[src/hdl/assert_macros.svh]
// ----------------------------------------------------------------------------
// Assertion macros
// Shared concurrent assertion forms for the pixel raster op blender.
// ----------------------------------------------------------------------------
`ifndef ASSERT_MACROS_SVH
`define ASSERT_MACROS_SVH

// same-cycle implication, disabled during reset
`define ASSERT_IMPLIES(label, clk, rst_n, ante, cons, msg) \
	label: assert property (@(posedge clk) disable iff (!rst_n) (ante) |-> (cons)) \
		else $error(msg);

// next-cycle implication, disabled during reset
`define ASSERT_NEXT(label, clk, rst_n, ante, cons, msg) \
	label: assert property (@(posedge clk) disable iff (!rst_n) (ante) |=> (cons)) \
		else $error(msg);

`endif

[src/hdl/prb_pkg.sv]
// ----------------------------------------------------------------------------
// prb_pkg
// Types and constants for the pixel raster op and alpha blend pipeline.
// ----------------------------------------------------------------------------
package prb_pkg;

	localparam int unsigned COORD_W       = 14;
	localparam int unsigned COORD_LIMIT   = 16384;
	localparam int unsigned LUMA_R        = 308;
	localparam int unsigned LUMA_G        = 600;
	localparam int unsigned LUMA_B        = 116;
	localparam int unsigned LUMA_SUM_W    = 18;
	localparam int unsigned LUMA_SHIFT    = 10;
	localparam logic [7:0]  FULL_ALPHA    = 8'hFF;
	localparam logic [15:0] FULL_PROD     = 16'(255 * 255);
	localparam logic [31:0] HIGH_COLOR_RST = 32'd255;

	typedef enum logic [3:0] {
		MODE_COPY   = 4'd0,
		MODE_OVER   = 4'd1,
		MODE_ALPHA  = 4'd2,
		MODE_ERASE  = 4'd3,
		MODE_INVERT = 4'd4,
		MODE_ADD    = 4'd5,
		MODE_SUB    = 4'd6,
		MODE_BLEND  = 4'd7,
		MODE_MIN    = 4'd8,
		MODE_MAX    = 4'd9,
		MODE_SELECT = 4'd10
	} mode_t;

	typedef enum logic [2:0] {
		CFG_MODE        = 3'd0,
		CFG_LOW_COLOR   = 3'd1,
		CFG_HIGH_COLOR  = 3'd2,
		CFG_SRC_OPAQUE  = 3'd3,
		CFG_BLEND_EN    = 3'd4,
		CFG_CONST_ALPHA = 3'd5
	} cfg_idx_t;

	typedef enum logic [1:0] {
		LT_NONE,
		LT_MIN,
		LT_MAX
	} luma_test_t;

	typedef struct packed {
		logic [3:0]  mode;
		logic [31:0] low_color;
		logic [31:0] high_color;
		logic        src_opaque;
		logic        blend_en;
		logic        const_alpha;
	} cfg_t;

	typedef struct packed {
		logic [COORD_W-1:0] x;
		logic [COORD_W-1:0] y;
		logic               visible;
		logic [7:0]         sr;
		logic [7:0]         sg;
		logic [7:0]         sb;
		logic [7:0]         sa;
		logic [7:0]         dr;
		logic [7:0]         dg;
		logic [7:0]         db;
		logic               high_sel;
		logic [7:0]         cov;
	} pix_t;

	typedef struct packed {
		logic [COORD_W-1:0] x;
		logic [COORD_W-1:0] y;
		logic               wr;
		luma_test_t         luma_test;
		logic [7:0]         luma_s;
		logic [7:0]         luma_d;
		logic [7:0]         tr;
		logic [7:0]         tg;
		logic [7:0]         tb;
		logic [7:0]         alpha;
		logic [7:0]         dr;
		logic [7:0]         dg;
		logic [7:0]         db;
		logic [7:0]         cov;
	} rop_t;

	typedef struct packed {
		logic [COORD_W-1:0] x;
		logic [COORD_W-1:0] y;
		logic               wr;
		logic [7:0]         tr;
		logic [7:0]         tg;
		logic [7:0]         tb;
		logic [7:0]         dr;
		logic [7:0]         dg;
		logic [7:0]         db;
		logic [15:0]        prod;
	} prod_t;

	typedef struct packed {
		logic [COORD_W-1:0] x;
		logic [COORD_W-1:0] y;
		logic               wr;
		logic [7:0]         tr;
		logic [7:0]         tg;
		logic [7:0]         tb;
		logic [7:0]         dr;
		logic [7:0]         dg;
		logic [7:0]         db;
		logic [7:0]         alpha;
	} mixin_t;

	typedef struct packed {
		logic               wr;
		logic [COORD_W-1:0] x;
		logic [COORD_W-1:0] y;
		logic [7:0]         r;
		logic [7:0]         g;
		logic [7:0]         b;
	} res_t;

endpackage

[src/hdl/prb_if.sv]
// ----------------------------------------------------------------------------
// prb_if
// Valid/ready channels for pixel beats in and write beats out.
// ----------------------------------------------------------------------------
interface prb_pix_if;
	logic        valid;
	logic        ready;
	logic [13:0] pixel_x;
	logic [13:0] pixel_y;
	logic        visible;
	logic [7:0]  source_red;
	logic [7:0]  source_green;
	logic [7:0]  source_blue;
	logic [7:0]  source_alpha;
	logic [7:0]  dest_red;
	logic [7:0]  dest_green;
	logic [7:0]  dest_blue;
	logic        pattern_bit;
	logic [7:0]  coverage;

	modport source (
		output valid, pixel_x, pixel_y, visible, source_red, source_green,
			source_blue, source_alpha, dest_red, dest_green, dest_blue,
			pattern_bit, coverage,
		input  ready
	);
	modport sink (
		input  valid, pixel_x, pixel_y, visible, source_red, source_green,
			source_blue, source_alpha, dest_red, dest_green, dest_blue,
			pattern_bit, coverage,
		output ready
	);
endinterface

interface prb_res_if;
	logic        valid;
	logic        ready;
	logic        write_enable;
	logic [13:0] write_x;
	logic [13:0] write_y;
	logic [7:0]  result_red;
	logic [7:0]  result_green;
	logic [7:0]  result_blue;

	modport source (
		output valid, write_enable, write_x, write_y, result_red, result_green,
			result_blue,
		input  ready
	);
	modport sink (
		input  valid, write_enable, write_x, write_y, result_red, result_green,
			result_blue,
		output ready
	);
endinterface

[src/hdl/prb_rop.sv]
// ----------------------------------------------------------------------------
// prb_rop
// Stage 1: visibility, drawing mode, target colour, pre-coverage alpha, luma.
// ----------------------------------------------------------------------------
`include "assert_macros.svh"

module prb_rop
	import prb_pkg::*;
(
	input  logic  clk,
	input  logic  arst_n,
	input  cfg_t  cfg,
	input  logic  in_valid,
	output logic  in_ready,
	input  pix_t  in_pix,
	output logic  out_valid,
	input  logic  out_ready,
	output rop_t  out_s1
);

	logic                  valid_s1;
	rop_t                  data_s1;
	rop_t                  nxt;
	logic                  in_range;
	logic [7:0]            lr, lg, lb, la, hr, hg, hb, ha;
	logic [7:0]            ta;
	logic                  hit_high, hit_low;
	logic [8:0]            sum_r, sum_g, sum_b;
	logic [LUMA_SUM_W-1:0] luma_sum_s, luma_sum_d;

	assign {lr, lg, lb, la} = cfg.low_color;
	assign {hr, hg, hb, ha} = cfg.high_color;

	assign in_range = ({3'b0, in_pix.x} < 17'(COORD_LIMIT))
		&& ({3'b0, in_pix.y} < 17'(COORD_LIMIT));

	assign sum_r = {1'b0, in_pix.dr} + {1'b0, in_pix.sr};
	assign sum_g = {1'b0, in_pix.dg} + {1'b0, in_pix.sg};
	assign sum_b = {1'b0, in_pix.db} + {1'b0, in_pix.sb};

	assign hit_high = (in_pix.dr == hr) && (in_pix.dg == hg) && (in_pix.db == hb);
	assign hit_low  = (in_pix.dr == lr) && (in_pix.dg == lg) && (in_pix.db == lb);

	assign luma_sum_s = LUMA_SUM_W'(LUMA_R) * LUMA_SUM_W'(in_pix.sr)
		+ LUMA_SUM_W'(LUMA_G) * LUMA_SUM_W'(in_pix.sg)
		+ LUMA_SUM_W'(LUMA_B) * LUMA_SUM_W'(in_pix.sb);
	assign luma_sum_d = LUMA_SUM_W'(LUMA_R) * LUMA_SUM_W'(in_pix.dr)
		+ LUMA_SUM_W'(LUMA_G) * LUMA_SUM_W'(in_pix.dg)
		+ LUMA_SUM_W'(LUMA_B) * LUMA_SUM_W'(in_pix.db);

	always_comb begin
		nxt           = '0;
		nxt.x         = in_pix.x;
		nxt.y         = in_pix.y;
		nxt.wr        = in_pix.visible && in_range;
		nxt.luma_test = LT_NONE;
		nxt.luma_s    = luma_sum_s[LUMA_SUM_W-1:LUMA_SHIFT];
		nxt.luma_d    = luma_sum_d[LUMA_SUM_W-1:LUMA_SHIFT];
		nxt.tr        = in_pix.sr;
		nxt.tg        = in_pix.sg;
		nxt.tb        = in_pix.sb;
		nxt.dr        = in_pix.dr;
		nxt.dg        = in_pix.dg;
		nxt.db        = in_pix.db;
		nxt.cov       = in_pix.cov;
		ta            = in_pix.sa;
		unique case (cfg.mode)
			MODE_COPY: ta = FULL_ALPHA;
			MODE_ERASE: begin
				if (!in_pix.high_sel) nxt.wr = 1'b0;
				{nxt.tr, nxt.tg, nxt.tb} = {lr, lg, lb};
				ta = la;
			end
			MODE_INVERT: begin
				if (!in_pix.high_sel) nxt.wr = 1'b0;
				nxt.tr = ~in_pix.dr;
				nxt.tg = ~in_pix.dg;
				nxt.tb = ~in_pix.db;
				ta = FULL_ALPHA;
			end
			MODE_ADD: begin
				nxt.tr = sum_r[8] ? 8'hFF : sum_r[7:0];
				nxt.tg = sum_g[8] ? 8'hFF : sum_g[7:0];
				nxt.tb = sum_b[8] ? 8'hFF : sum_b[7:0];
				ta = FULL_ALPHA;
			end
			MODE_SUB: begin
				nxt.tr = (in_pix.dr > in_pix.sr) ? in_pix.dr - in_pix.sr : 8'd0;
				nxt.tg = (in_pix.dg > in_pix.sg) ? in_pix.dg - in_pix.sg : 8'd0;
				nxt.tb = (in_pix.db > in_pix.sb) ? in_pix.db - in_pix.sb : 8'd0;
				ta = FULL_ALPHA;
			end
			MODE_BLEND: begin
				nxt.tr = sum_r[8:1];
				nxt.tg = sum_g[8:1];
				nxt.tb = sum_b[8:1];
				ta = FULL_ALPHA;
			end
			MODE_MIN: nxt.luma_test = LT_MIN;
			MODE_MAX: nxt.luma_test = LT_MAX;
			MODE_SELECT: begin
				if (!in_pix.high_sel) begin
					nxt.wr = 1'b0;
				end else if (hit_high) begin
					{nxt.tr, nxt.tg, nxt.tb} = {lr, lg, lb};
					ta = la;
				end else if (hit_low) begin
					{nxt.tr, nxt.tg, nxt.tb} = {hr, hg, hb};
					ta = ha;
				end else begin
					nxt.wr = 1'b0;
				end
			end
			// over, alpha and the unused codes take the source as is
			default: ;
		endcase
		nxt.alpha = ta;
		if (cfg.src_opaque || (cfg.mode == MODE_COPY)) nxt.alpha = FULL_ALPHA;
		if (cfg.blend_en && cfg.const_alpha) nxt.alpha = ha;
	end

	assign in_ready = !valid_s1 || out_ready;

	always_ff @(posedge clk or negedge arst_n) begin
		if (!arst_n) begin
			valid_s1 <= 1'b0;
		end else if (in_ready) begin
			valid_s1 <= in_valid;
		end
	end

	always_ff @(posedge clk) begin
		if (in_valid && in_ready) data_s1 <= nxt;
	end

	assign out_valid = valid_s1;
	assign out_s1    = data_s1;

	`ASSERT_NEXT(a_erase_needs_high, clk, arst_n,
		in_valid && in_ready && (cfg.mode == MODE_ERASE) && !in_pix.high_sel,
		valid_s1 && !data_s1.wr, "erase without pattern bit reached write")

endmodule

[src/hdl/prb_alpha.sv]
// ----------------------------------------------------------------------------
// prb_alpha
// Stages 2 and 3: brightness test, alpha times coverage, divide by 255.
// ----------------------------------------------------------------------------
`include "assert_macros.svh"

module prb_alpha
	import prb_pkg::*;
(
	input  logic   clk,
	input  logic   arst_n,
	input  logic   in_valid,
	output logic   in_ready,
	input  rop_t   in_s1,
	output logic   out_valid,
	input  logic   out_ready,
	output mixin_t out_s3
);

	logic   valid_s2, valid_s3;
	logic   ready_s3;
	prod_t  data_s2, nxt_s2;
	mixin_t data_s3, nxt_s3;
	logic   luma_ok;
	logic [16:0] div_sum;

	always_comb begin
		case (in_s1.luma_test)
			LT_MIN:  luma_ok = in_s1.luma_s < in_s1.luma_d;
			LT_MAX:  luma_ok = in_s1.luma_s > in_s1.luma_d;
			default: luma_ok = 1'b1;
		endcase
	end

	always_comb begin
		nxt_s2.x    = in_s1.x;
		nxt_s2.y    = in_s1.y;
		nxt_s2.wr   = in_s1.wr && luma_ok;
		nxt_s2.tr   = in_s1.tr;
		nxt_s2.tg   = in_s1.tg;
		nxt_s2.tb   = in_s1.tb;
		nxt_s2.dr   = in_s1.dr;
		nxt_s2.dg   = in_s1.dg;
		nxt_s2.db   = in_s1.db;
		nxt_s2.prod = 16'(in_s1.alpha) * 16'(in_s1.cov);
	end

	// floor(p / 255) = (p + (p >> 8) + 1) >> 8 for any product p of two 8-bit values
	assign div_sum = {1'b0, data_s2.prod} + 17'(data_s2.prod[15:8]) + 17'd1;

	always_comb begin
		nxt_s3.x     = data_s2.x;
		nxt_s3.y     = data_s2.y;
		nxt_s3.wr    = data_s2.wr;
		nxt_s3.tr    = data_s2.tr;
		nxt_s3.tg    = data_s2.tg;
		nxt_s3.tb    = data_s2.tb;
		nxt_s3.dr    = data_s2.dr;
		nxt_s3.dg    = data_s2.dg;
		nxt_s3.db    = data_s2.db;
		nxt_s3.alpha = div_sum[15:8];
	end

	assign ready_s3 = !valid_s3 || out_ready;
	assign in_ready = !valid_s2 || ready_s3;

	always_ff @(posedge clk or negedge arst_n) begin
		if (!arst_n) begin
			valid_s2 <= 1'b0;
			valid_s3 <= 1'b0;
		end else begin
			if (in_ready) valid_s2 <= in_valid;
			if (ready_s3) valid_s3 <= valid_s2;
		end
	end

	always_ff @(posedge clk) begin
		if (in_valid && in_ready) data_s2 <= nxt_s2;
		if (valid_s2 && ready_s3) data_s3 <= nxt_s3;
	end

	assign out_valid = valid_s3;
	assign out_s3    = data_s3;

	`ASSERT_NEXT(a_full_cover_opaque, clk, arst_n,
		valid_s2 && ready_s3 && (data_s2.prod == FULL_PROD),
		data_s3.alpha == FULL_ALPHA, "opaque full coverage lost alpha")

endmodule

[src/hdl/prb_blend.sv]
// ----------------------------------------------------------------------------
// prb_blend
// Stage 4: per-channel mix of target and destination, output register.
// ----------------------------------------------------------------------------
`include "assert_macros.svh"

module prb_blend
	import prb_pkg::*;
(
	input  logic   clk,
	input  logic   arst_n,
	input  logic   in_valid,
	output logic   in_ready,
	input  mixin_t in_s3,
	output logic   out_valid,
	input  logic   out_ready,
	output res_t   out_s4
);

	logic        valid_s4;
	res_t        data_s4, nxt;
	logic [8:0]  inv_a;
	logic [16:0] mix_r, mix_g, mix_b;

	assign inv_a = 9'd256 - {1'b0, in_s3.alpha};

	// s*a + d*(256-a), never above 255*256
	assign mix_r = 17'(in_s3.tr) * 17'(in_s3.alpha) + 17'(in_s3.dr) * 17'(inv_a);
	assign mix_g = 17'(in_s3.tg) * 17'(in_s3.alpha) + 17'(in_s3.dg) * 17'(inv_a);
	assign mix_b = 17'(in_s3.tb) * 17'(in_s3.alpha) + 17'(in_s3.db) * 17'(inv_a);

	always_comb begin
		nxt.wr = in_s3.wr;
		nxt.x  = in_s3.x;
		nxt.y  = in_s3.y;
		if (!in_s3.wr) begin
			{nxt.r, nxt.g, nxt.b} = '0;
		end else if (in_s3.alpha == FULL_ALPHA) begin
			{nxt.r, nxt.g, nxt.b} = {in_s3.tr, in_s3.tg, in_s3.tb};
		end else begin
			{nxt.r, nxt.g, nxt.b} = {mix_r[15:8], mix_g[15:8], mix_b[15:8]};
		end
	end

	assign in_ready = !valid_s4 || out_ready;

	always_ff @(posedge clk or negedge arst_n) begin
		if (!arst_n) begin
			valid_s4 <= 1'b0;
		end else if (in_ready) begin
			valid_s4 <= in_valid;
		end
	end

	always_ff @(posedge clk) begin
		if (in_valid && in_ready) data_s4 <= nxt;
	end

	assign out_valid = valid_s4;
	assign out_s4    = data_s4;

	`ASSERT_IMPLIES(a_dropped_is_black, clk, arst_n, valid_s4 && !data_s4.wr,
		(data_s4.r == 8'd0) && (data_s4.g == 8'd0) && (data_s4.b == 8'd0),
		"unwritten pixel carries colour")

endmodule

[src/hdl/pixel_raster_op_blender_top.sv]
// ----------------------------------------------------------------------------
// pixel_raster_op_blender_top
// Per-pixel raster operation and alpha blend unit, four register stages.
// ----------------------------------------------------------------------------
// Usage:
//   pix_in carries one pixel beat: position, visibility, source RGBA,
//   destination RGB, pattern bit and coverage. pix_out returns one write
//   beat per pixel: write enable, the echoed position and the new RGB
//   (the written alpha is always 255). Dropped pixels come out with write
//   enable low and black colour.
//   Registers are set through cfg_we / cfg_index / cfg_wdata while no
//   pixel is in flight; each write lands at the clock edge with cfg_we high.
//   A pixel accepted at the input moves through the stages in order and
//   waits in the output register until the receiver takes it. Stages are
//   mode/luma, alpha times coverage, divide by 255, channel mix.
//   Throughput is one pixel per clock while the receiver takes beats; every stage holds its own valid bit.
//   When the receiver holds ready low the output register keeps its beat
//   and earlier stages keep filling until full, so pix_in.ready drops only
//   when all four stages are occupied.
//   Reset empties the pipeline and loads the register defaults (copy mode,
//   high colour 255, all flags clear).
// ----------------------------------------------------------------------------
`include "assert_macros.svh"

module pixel_raster_op_blender_top
	import prb_pkg::*;
(
	input  logic             clk,
	input  logic             arst_n,
	input  logic             cfg_we,
	input  logic [2:0]       cfg_index,
	input  logic [31:0]      cfg_wdata,
	prb_pix_if.sink          pix_in,
	prb_res_if.source        pix_out
);

	cfg_t   cfg_q;
	pix_t   pix;
	rop_t   rop_s1;
	mixin_t mix_s3;
	res_t   res_s4;
	logic   v1, r1, v3, r3;

	always_ff @(posedge clk or negedge arst_n) begin
		if (!arst_n) begin
			cfg_q.mode        <= MODE_COPY;
			cfg_q.low_color   <= '0;
			cfg_q.high_color  <= HIGH_COLOR_RST;
			cfg_q.src_opaque  <= 1'b0;
			cfg_q.blend_en    <= 1'b0;
			cfg_q.const_alpha <= 1'b0;
		end else if (cfg_we) begin
			unique case (cfg_index)
				CFG_MODE:        cfg_q.mode        <= cfg_wdata[3:0];
				CFG_LOW_COLOR:   cfg_q.low_color   <= cfg_wdata;
				CFG_HIGH_COLOR:  cfg_q.high_color  <= cfg_wdata;
				CFG_SRC_OPAQUE:  cfg_q.src_opaque  <= cfg_wdata[0];
				CFG_BLEND_EN:    cfg_q.blend_en    <= cfg_wdata[0];
				CFG_CONST_ALPHA: cfg_q.const_alpha <= cfg_wdata[0];
				default: ;
			endcase
		end
	end

	assign pix.x        = pix_in.pixel_x;
	assign pix.y        = pix_in.pixel_y;
	assign pix.visible  = pix_in.visible;
	assign pix.sr       = pix_in.source_red;
	assign pix.sg       = pix_in.source_green;
	assign pix.sb       = pix_in.source_blue;
	assign pix.sa       = pix_in.source_alpha;
	assign pix.dr       = pix_in.dest_red;
	assign pix.dg       = pix_in.dest_green;
	assign pix.db       = pix_in.dest_blue;
	assign pix.high_sel = pix_in.pattern_bit;
	assign pix.cov      = pix_in.coverage;

	prb_rop u_rop (
		.clk       (clk),
		.arst_n    (arst_n),
		.cfg       (cfg_q),
		.in_valid  (pix_in.valid),
		.in_ready  (pix_in.ready),
		.in_pix    (pix),
		.out_valid (v1),
		.out_ready (r1),
		.out_s1    (rop_s1)
	);

	prb_alpha u_alpha (
		.clk       (clk),
		.arst_n    (arst_n),
		.in_valid  (v1),
		.in_ready  (r1),
		.in_s1     (rop_s1),
		.out_valid (v3),
		.out_ready (r3),
		.out_s3    (mix_s3)
	);

	prb_blend u_blend (
		.clk       (clk),
		.arst_n    (arst_n),
		.in_valid  (v3),
		.in_ready  (r3),
		.in_s3     (mix_s3),
		.out_valid (pix_out.valid),
		.out_ready (pix_out.ready),
		.out_s4    (res_s4)
	);

	assign pix_out.write_enable = res_s4.wr;
	assign pix_out.write_x      = res_s4.x;
	assign pix_out.write_y      = res_s4.y;
	assign pix_out.result_red   = res_s4.r;
	assign pix_out.result_green = res_s4.g;
	assign pix_out.result_blue  = res_s4.b;

	`ASSERT_IMPLIES(a_stall_only_when_full, clk, arst_n, !pix_in.ready,
		pix_out.valid && !pix_out.ready, "input blocked with output free")

endmodule

[src/flat_wrapper.sv]
// flat-port wrapper written by rule: the top's interface ports become plain ports
module pixel_raster_op_blender_top_flat import prb_pkg::*;
  (clk, arst_n, cfg_we, cfg_index, cfg_wdata, pix_in_valid, pix_in_pixel_x, pix_in_pixel_y, pix_in_visible, pix_in_source_red, pix_in_source_green, pix_in_source_blue, pix_in_source_alpha, pix_in_dest_red, pix_in_dest_green, pix_in_dest_blue, pix_in_pattern_bit, pix_in_coverage, pix_in_ready, pix_out_valid, pix_out_write_enable, pix_out_write_x, pix_out_write_y, pix_out_result_red, pix_out_result_green, pix_out_result_blue, pix_out_ready);
  prb_pix_if pix_in_i ();
  prb_res_if pix_out_i ();
  input  logic clk;
  input  logic arst_n;
  input  logic cfg_we;
  input  logic [2:0] cfg_index;
  input  logic [31:0] cfg_wdata;
  input wire logic [$bits(pix_in_i.valid)-1:0] pix_in_valid;
  input wire logic [$bits(pix_in_i.pixel_x)-1:0] pix_in_pixel_x;
  input wire logic [$bits(pix_in_i.pixel_y)-1:0] pix_in_pixel_y;
  input wire logic [$bits(pix_in_i.visible)-1:0] pix_in_visible;
  input wire logic [$bits(pix_in_i.source_red)-1:0] pix_in_source_red;
  input wire logic [$bits(pix_in_i.source_green)-1:0] pix_in_source_green;
  input wire logic [$bits(pix_in_i.source_blue)-1:0] pix_in_source_blue;
  input wire logic [$bits(pix_in_i.source_alpha)-1:0] pix_in_source_alpha;
  input wire logic [$bits(pix_in_i.dest_red)-1:0] pix_in_dest_red;
  input wire logic [$bits(pix_in_i.dest_green)-1:0] pix_in_dest_green;
  input wire logic [$bits(pix_in_i.dest_blue)-1:0] pix_in_dest_blue;
  input wire logic [$bits(pix_in_i.pattern_bit)-1:0] pix_in_pattern_bit;
  input wire logic [$bits(pix_in_i.coverage)-1:0] pix_in_coverage;
  output wire logic [$bits(pix_in_i.ready)-1:0] pix_in_ready;
  output wire logic [$bits(pix_out_i.valid)-1:0] pix_out_valid;
  output wire logic [$bits(pix_out_i.write_enable)-1:0] pix_out_write_enable;
  output wire logic [$bits(pix_out_i.write_x)-1:0] pix_out_write_x;
  output wire logic [$bits(pix_out_i.write_y)-1:0] pix_out_write_y;
  output wire logic [$bits(pix_out_i.result_red)-1:0] pix_out_result_red;
  output wire logic [$bits(pix_out_i.result_green)-1:0] pix_out_result_green;
  output wire logic [$bits(pix_out_i.result_blue)-1:0] pix_out_result_blue;
  input wire logic [$bits(pix_out_i.ready)-1:0] pix_out_ready;
  assign pix_in_i.valid = pix_in_valid;
  assign pix_in_i.pixel_x = pix_in_pixel_x;
  assign pix_in_i.pixel_y = pix_in_pixel_y;
  assign pix_in_i.visible = pix_in_visible;
  assign pix_in_i.source_red = pix_in_source_red;
  assign pix_in_i.source_green = pix_in_source_green;
  assign pix_in_i.source_blue = pix_in_source_blue;
  assign pix_in_i.source_alpha = pix_in_source_alpha;
  assign pix_in_i.dest_red = pix_in_dest_red;
  assign pix_in_i.dest_green = pix_in_dest_green;
  assign pix_in_i.dest_blue = pix_in_dest_blue;
  assign pix_in_i.pattern_bit = pix_in_pattern_bit;
  assign pix_in_i.coverage = pix_in_coverage;
  assign pix_in_ready = pix_in_i.ready;
  assign pix_out_valid = pix_out_i.valid;
  assign pix_out_write_enable = pix_out_i.write_enable;
  assign pix_out_write_x = pix_out_i.write_x;
  assign pix_out_write_y = pix_out_i.write_y;
  assign pix_out_result_red = pix_out_i.result_red;
  assign pix_out_result_green = pix_out_i.result_green;
  assign pix_out_result_blue = pix_out_i.result_blue;
  assign pix_out_i.ready = pix_out_ready;
  pixel_raster_op_blender_top u_core (.clk(clk), .arst_n(arst_n), .cfg_we(cfg_we), .cfg_index(cfg_index), .cfg_wdata(cfg_wdata), .pix_in(pix_in_i), .pix_out(pix_out_i));
endmodule
[config.mk]
export PLATFORM = sky130hd
export DESIGN_NAME = pixel_raster_op_blender_top_flat
export DESIGN_NICKNAME = d
export VERILOG_FILES = /design/src/hdl/prb_pkg.sv /design/src/hdl/prb_if.sv /design/src/hdl/prb_rop.sv /design/src/hdl/prb_alpha.sv /design/src/hdl/prb_blend.sv /design/src/hdl/pixel_raster_op_blender_top.sv /design/src/flat_wrapper.sv
export VERILOG_INCLUDE_DIRS = /design/src /design/src/hdl
export SDC_FILE = /design/constraint.sdc
export NUM_CORES = 2
export LEC_CHECK = 0
export ABC_AREA = 1
export BUFFER_PORTS_ARGS = -buffer_cell sky130_fd_sc_hd__buf_4
export CORE_AREA = 2 2 367 224
export CTS_BUF_LIST = sky130_fd_sc_hd__clkbuf_4
export DETAILED_ROUTE_END_ITERATION = 6
export DIE_AREA = 0 0 369 226
export HOLD_SLACK_MARGIN = 0.06
export PLACE_DENSITY = 0.74
export RECOVER_POWER = 25
export SETUP_SLACK_MARGIN = 0.4
export SLEW_MARGIN = 20
export SYNTH_ARGS = -nofsm -noshare
export SYNTH_HDL_FRONTEND = slang
export SYNTH_HIERARCHICAL = 1
export SYNTH_SLANG_ARGS = --single-unit
[constraint.sdc]
create_clock -name clk -period 8.6 [get_ports clk]
set_input_delay 0.43 -clock clk [delete_from_list [all_inputs] [get_ports clk]]
set_output_delay 0.43 -clock clk [all_outputs]
set_load 0.005 [all_outputs]
### Word level (Yosys, flattened, before mapping)

Index checks and enable logic that the tools add are counted.

* register bits after elaboration: 417
* latch bits: 0
* RAM bits: 0
* ROM bits: 0
* input port bits: 134
* output and inout port bits: 55
* logic and storage cells: 162
* memories kept: 0

* add/sub/neg operators: 16
* $mul: 13
* divide/modulo/power cells: 0
* order comparisons: 5
* equality and inequality tests: 22
* shifts and indexed selects: 0
* mux-type cells: 24
* bitwise operators: 3
* reductions and logical operators: 29

Operators by type and width (count)
* 24-bit case mux with 6 select lines: 1
* 24-bit two-way mux: 4
* 8-bit two-way mux: 11
* 8-bit by 8-bit multiplier with 16-bit output: 4
* 7-bit by 8-bit multiplier with 15-bit output, first input constant: 4
* 16-bit adder: 3
* 8-bit == test: 6
* 8-bit by 9-bit multiplier with 16-bit output: 3
* 17-bit by 18-bit adder with 18-bit output: 2
* 18-bit by 15-bit adder with 18-bit output: 2
* 8-bit greater-than comparator: 4
* 8-bit by 8-bit adder with 9-bit output: 3
* 5-bit by 8-bit multiplier with 13-bit output, first input constant: 2
* 8-bit inverter: 3
* 8-bit case mux with 3 select lines: 1
* 8-bit subtractor: 3
* 16-bit by 1-bit adder with 16-bit output, second input constant: 1
* 16-bit by 8-bit adder with 16-bit output: 1
* 4-bit by 3-bit == test with 1-bit output, second input constant: 4
* 4-bit == test, second input constant: 3
* 2-bit AND reduction: 6
* 1-bit logical AND: 10
* 9-bit by 8-bit subtractor with 9-bit output, first input constant: 1
* 8-bit == test, second input constant: 1
* other kinds (16): 29

### Logic depth before layout (Yosys ltp)

* depth after elaboration: 9
* mapped depth: 35
* depth with buffers taken out: 32

### By module

Netlist, hierarchy kept.

By module, submodules not included
* prb_blend: instances 1, cells an instance 2115, area each 16345.7 um^2, seq. area each 1616.6 um^2
* prb_rop: instances 1, cells an instance 2028, area each 15887.7 um^2, seq. area each 3358.2 um^2
* prb_alpha: instances 1, cells an instance 676, area each 8475.6 um^2, seq. area each 5395.2 um^2
* pixel_raster_op_blender_top: instances 1, cells an instance 320, area each 2855.2 um^2, seq. area each 1786.7 um^2

### Worst setup path after synthesis

OpenSTA, ideal clock, no wires.

* kind: input -> register
* start: in pix_out_ready
* end: reg u_core.u_rop.data_s1 (netlist bit u_core/u_rop/out_s1[0]) (enable)
* setup time: 0.617 ns
* arrival: 6.081 ns
* required time: 7.983 ns
* path slack: 1.902 ns
* stages on the path: 6
* path buffers: 0
* cells stage by stage: inv_1 -> nand2_1 -> inv_1 -> nand3_1 -> inv_1 -> a21oi_1

* cells in the longest elaborated chain, start to end: 5

Ends and longest elaborated chain
* start: declaration: RTL line flat_wrapper.sv:32 `input wire logic [$bits(pix_out_i.ready)-1:0] pix_out_ready;`
* 1-bit logical OR: RTL line prb_blend.sv:45 `assign in_ready = !valid_s4 || out_ready;`
* via u_core.r3: RTL line pixel_raster_op_blender_top.sv:42 `logic v1, r1, v3, r3;`
* 1-bit logical OR: RTL line prb_alpha.sv:64 `assign ready_s3 = !valid_s3 || out_ready;`
* 1-bit logical OR: RTL line prb_alpha.sv:65 `assign in_ready = !valid_s2 || ready_s3;`
* via u_core.r1: RTL line pixel_raster_op_blender_top.sv:42
* 1-bit logical OR: RTL line prb_rop.sv:122 `assign in_ready = !valid_s1 || out_ready;`
* 1-bit logical AND: RTL line prb_rop.sv:133 `if (in_valid && in_ready) data_s1 <= nxt;`
* end signal: assignment: RTL line prb_rop.sv:133
* end: declaration: RTL line prb_rop.sv:22 `rop_t data_s1;`

The timed path passes the listed nets, and every way through them passes these cells.
A chain may end at the register's enable or synchronous reset.

### Worst setup path in the final report

* start: reg u_core.u_alpha.data_s3 (netlist bit u_core/u_alpha/out_s3[0])
* end: reg u_core.u_blend.data_s4 (netlist bit u_core/u_blend/out_s4[13]) (data pin)

* cells in the longest elaborated chain, start to end: 4
* elaborated cells on any way between the ends: 6
* those cells by class: 2 x add/sub; 2 x mul; 1 x eq/ne; 1 x mux

Ends and longest elaborated chain
* start: declaration: RTL line prb_alpha.sv:23 `mixin_t data_s3, nxt_s3;`
* start signal: assignment: RTL line prb_alpha.sv:79 `if (valid_s2 && ready_s3) data_s3 <= nxt_s3;`
* 9-bit by 8-bit subtractor with 9-bit output: RTL line prb_blend.sv:25 `assign inv_a = 9'd256 - {1'b0, in_s3.alpha};`
* 8-bit by 9-bit multiplier with 16-bit output: RTL line prb_blend.sv:29 `assign mix_g = 17'(in_s3.tg) * 17'(in_s3.alpha) + 17'(in_s3.dg) * 17'(inv_a);`
* 16-bit adder: RTL line prb_blend.sv:29
* 24-bit two-way mux *: RTL line prb_blend.sv:38 `end else if (in_s3.alpha == FULL_ALPHA) begin`
* end signal: assignment: RTL line prb_blend.sv:56 `if (in_valid && in_ready) data_s4 <= nxt;`
* end: declaration: RTL line prb_blend.sv:21 `res_t data_s4, nxt;`

Mark *: on every way between the ends. The rest lies on a longest branch, timed or not.

==> flow_summary.toml <==
[status]
status = "complete, but fails checks"
violations = "DRC"

[setup_path]
start_kind = "flip-flop"
critPathMaxFanout = 13
rr_worst_depth = 26
critPathKind = "flip-flop to flip-flop"
cp.required_ns = 9.31
endpoint_kind = "flip-flop"
arrival_ns = 7.88

[die]
initial_utilization = 0.543
row_count = 81
coreArea_um2 = 80300
dieArea_um2 = 83400
die_h_um = 226
io_pins = 189
die_width_um = 369

[routing]
drt_iter0_drc = 4204
via_per_inst = 5.35
antenna_left = 0
wl_per_cell_um = 19.1
routed-via-count = 35400
first_pass_iters = 7
routed_wl_um = 127000
drc = 13

[layout]
multi_input_area_um2 = 26300
nFillCells = 7030
finish.utilization = 0.606
nNetsFinal = 6515
seqCellArea_um2 = 12200
final_cell_area_um2 = 48700
area_growth_pct = 11.7
drive_above_1_share = 0.0797

[timing]
fin_tns_setup_ns = 0
rsz0062_at_grt = "false"
fmax_mhz = 140
worst_pin_slew_ns = 1.13
worst_slew_margin_rel = 0.245
worst_slack_ns = 1.43
slew_violations = 0
post-route-period-util = 0.833
min_period_ns = 7.17
skew_ns = 0.125
finalHoldViolCount = 0
setup_viol = 0

[clocking]
clk_path_buf_depth = 3
postCtsHoldBufs = 149
numCtsBuffers = 99
path_clk_slew_ns = 0.07
h-tree-depth = 3
clkLatencyLatePin_ns = 1.02
cts_num_sinks = 417
cts_tree = "yes"
cts_resized = 0
post_cts_buffers = 0
clock-root-buffer = "clkbuf_4"

[placed_design]
numPortBuffers = 188
dpl_worst_slack_ns = 1.63
dp_hpwl_um = 97300
placed_area_um2 = 45800
gp_congestion = 0.993

[grt]
antenna_found_initial = 2
grt_start_max_net_pins = 74
grt_pass1_vias = 34800
grt_first_pass_wirelength_um = 198000
grt_remaining_overflow = 0
grtUsageTotal = 0.311

[logic_synthesis]
synth-seq-cells = 417
syn_nets = 6197
synth.area.top_cells = "edfxtp_1 (24%), fa_1 (19%), ha_1 (14%)"
synth_top_cell_by_area = "edfxtp_1"
postSynthAreaPerCell_um2 = 8.48
yosysWarnings = 6
synth_edf_count = 342
ys_types = 61
yosysMostFrequentCell = "nand2_1"
netlist_instances = 5139
ys_seq_area_frac = 0.279
syn_area_um2 = 43600
yosys-top-cells-count = "nand2_1 (1,203), inv_1 (1,168), ha_1 (503), fa_1 (421), edfxtp_1 (342)"
async_flop_share = 0.180
yosysTopAreaCellShare = 0.236
synthFlopType = "edfxtp_1"

[run]
drv_cap = 0

[hold_path]
hold_depth = 2
hold_path_class = "primary input to flip-flop"
per-layer routing:
metal | track usage | routed length (µm) | vias to the layer above
li1 | - | - | 16700
met2 | 0.420 | 49100 | 1884
met4 | 0.0664 | 2110 | 2
met3 | 0.111 | 17700 | 160
met1 | 0.472 | 57700 | 16700
met5 | 0.00583 | 65 | -
metrics by stage:
stage	hold slack, ns	instances
2_1_floorplan	0.134	5139
3_3_place_gp	0.400	6286
3_5_place_dp	0.405	6286
4_1_cts	0.0610	6612
5_1_grt	0.0926	6616
6_report	0.162	6616
path summary, 6_finish.rpt:
check	to	slack, ns	startpoint
setup / recovery	u_core/u_blend/out_s4[13]	1.43	u_core/u_alpha/out_s3[0]
hold / removal	u_core/u_rop/out_s1[7]	0.16	pix_in_coverage[7]
setup reg to reg	u_core/u_blend/out_s4[13]	1.43	u_core/u_alpha/out_s3[0]
hold reg to reg	u_core/u_alpha/data_s2[32]	0.34	u_core/u_rop/out_s1[24]
max in group asynchronous	u_core/cfg_q[14]	6.62	arst_n
min in group asynchronous	u_core/u_alpha/out_valid	0.60	arst_n
logic make-up after synthesis:
logic type,share of synthesized area
xor gates and xnor gates,0.0259
buffers and inverters,0.119
DFF,0.279
AOI/OAI and AO/OA,0.0587
adders and majority gates,0.338
and+or+nand+nor,0.179
state kept, by name (all words and copies together), names as in the netlist:
register / cells
u_core/u_alpha/out_valid: 1
u_core/u_alpha/valid_s2: 1
u_core/u_rop/out_s1: 111
u_core/u_blend/out_s4: 53
u_core/u_alpha/data_s2: 93
u_core/u_blend/out_valid: 1
u_core/u_alpha/out_s3: 85
u_core/u_rop/out_valid: 1
u_core/cfg_q: 71
placed cells by master, fill, tap and decap left out, drive strengths merged, types with 18 or more instances in the layout:
cell and n:
nand4 49, buf 159, dlygate4sd3 148, nand3 247
nor3 23, clkbuf 198, nor2 315, o21ai 121
xnor2 52, nand2 1221, clkinv 28, o211ai 20
ha 503, fa 421, o22ai 21, o21bai 21
dfrtp 67, a21oi 183, edfxtp 342, a211oi 18
inv 1192, xor2 77
critical path, stage by stage, from the launching register on:
cell,delay [ns]
edfxtp_1,0.50
inv_1,0.10
ha_1,0.22
nand2_1,0.12
o21ai_0,0.19
nand2_1,0.38
inv_1,0.56
nand2_1,0.16
fa_1,0.61
inv_1,0.06
fa_1,0.48
fa_1,0.54
fa_1,0.53
fa_1,0.55
inv_1,0.05
fa_1,0.52
inv_1,0.04
ha_1,0.35
a21oi_1,0.29
nor2_1,0.07
nor2_1,0.11
o21a_1,0.15
nand2_1,0.05
nand2_1,0.05
nand3_1,0.07
nand2_1,0.10
inv_1,0.04
cell type report:
class,instances,area share
sequential,417,0.250
clock buffer,144,0.0222
inverter,1192,0.0921
timing repair buffer,361,0.0617
multi-input combinational,3386,0.540
antenna,4,0.000206
clock inverter,33,0.00633
tap,1079,0.0277
Power is not shown: default switching activity piles up to over one toggle a cycle in this logic, so the estimate is an artifact.
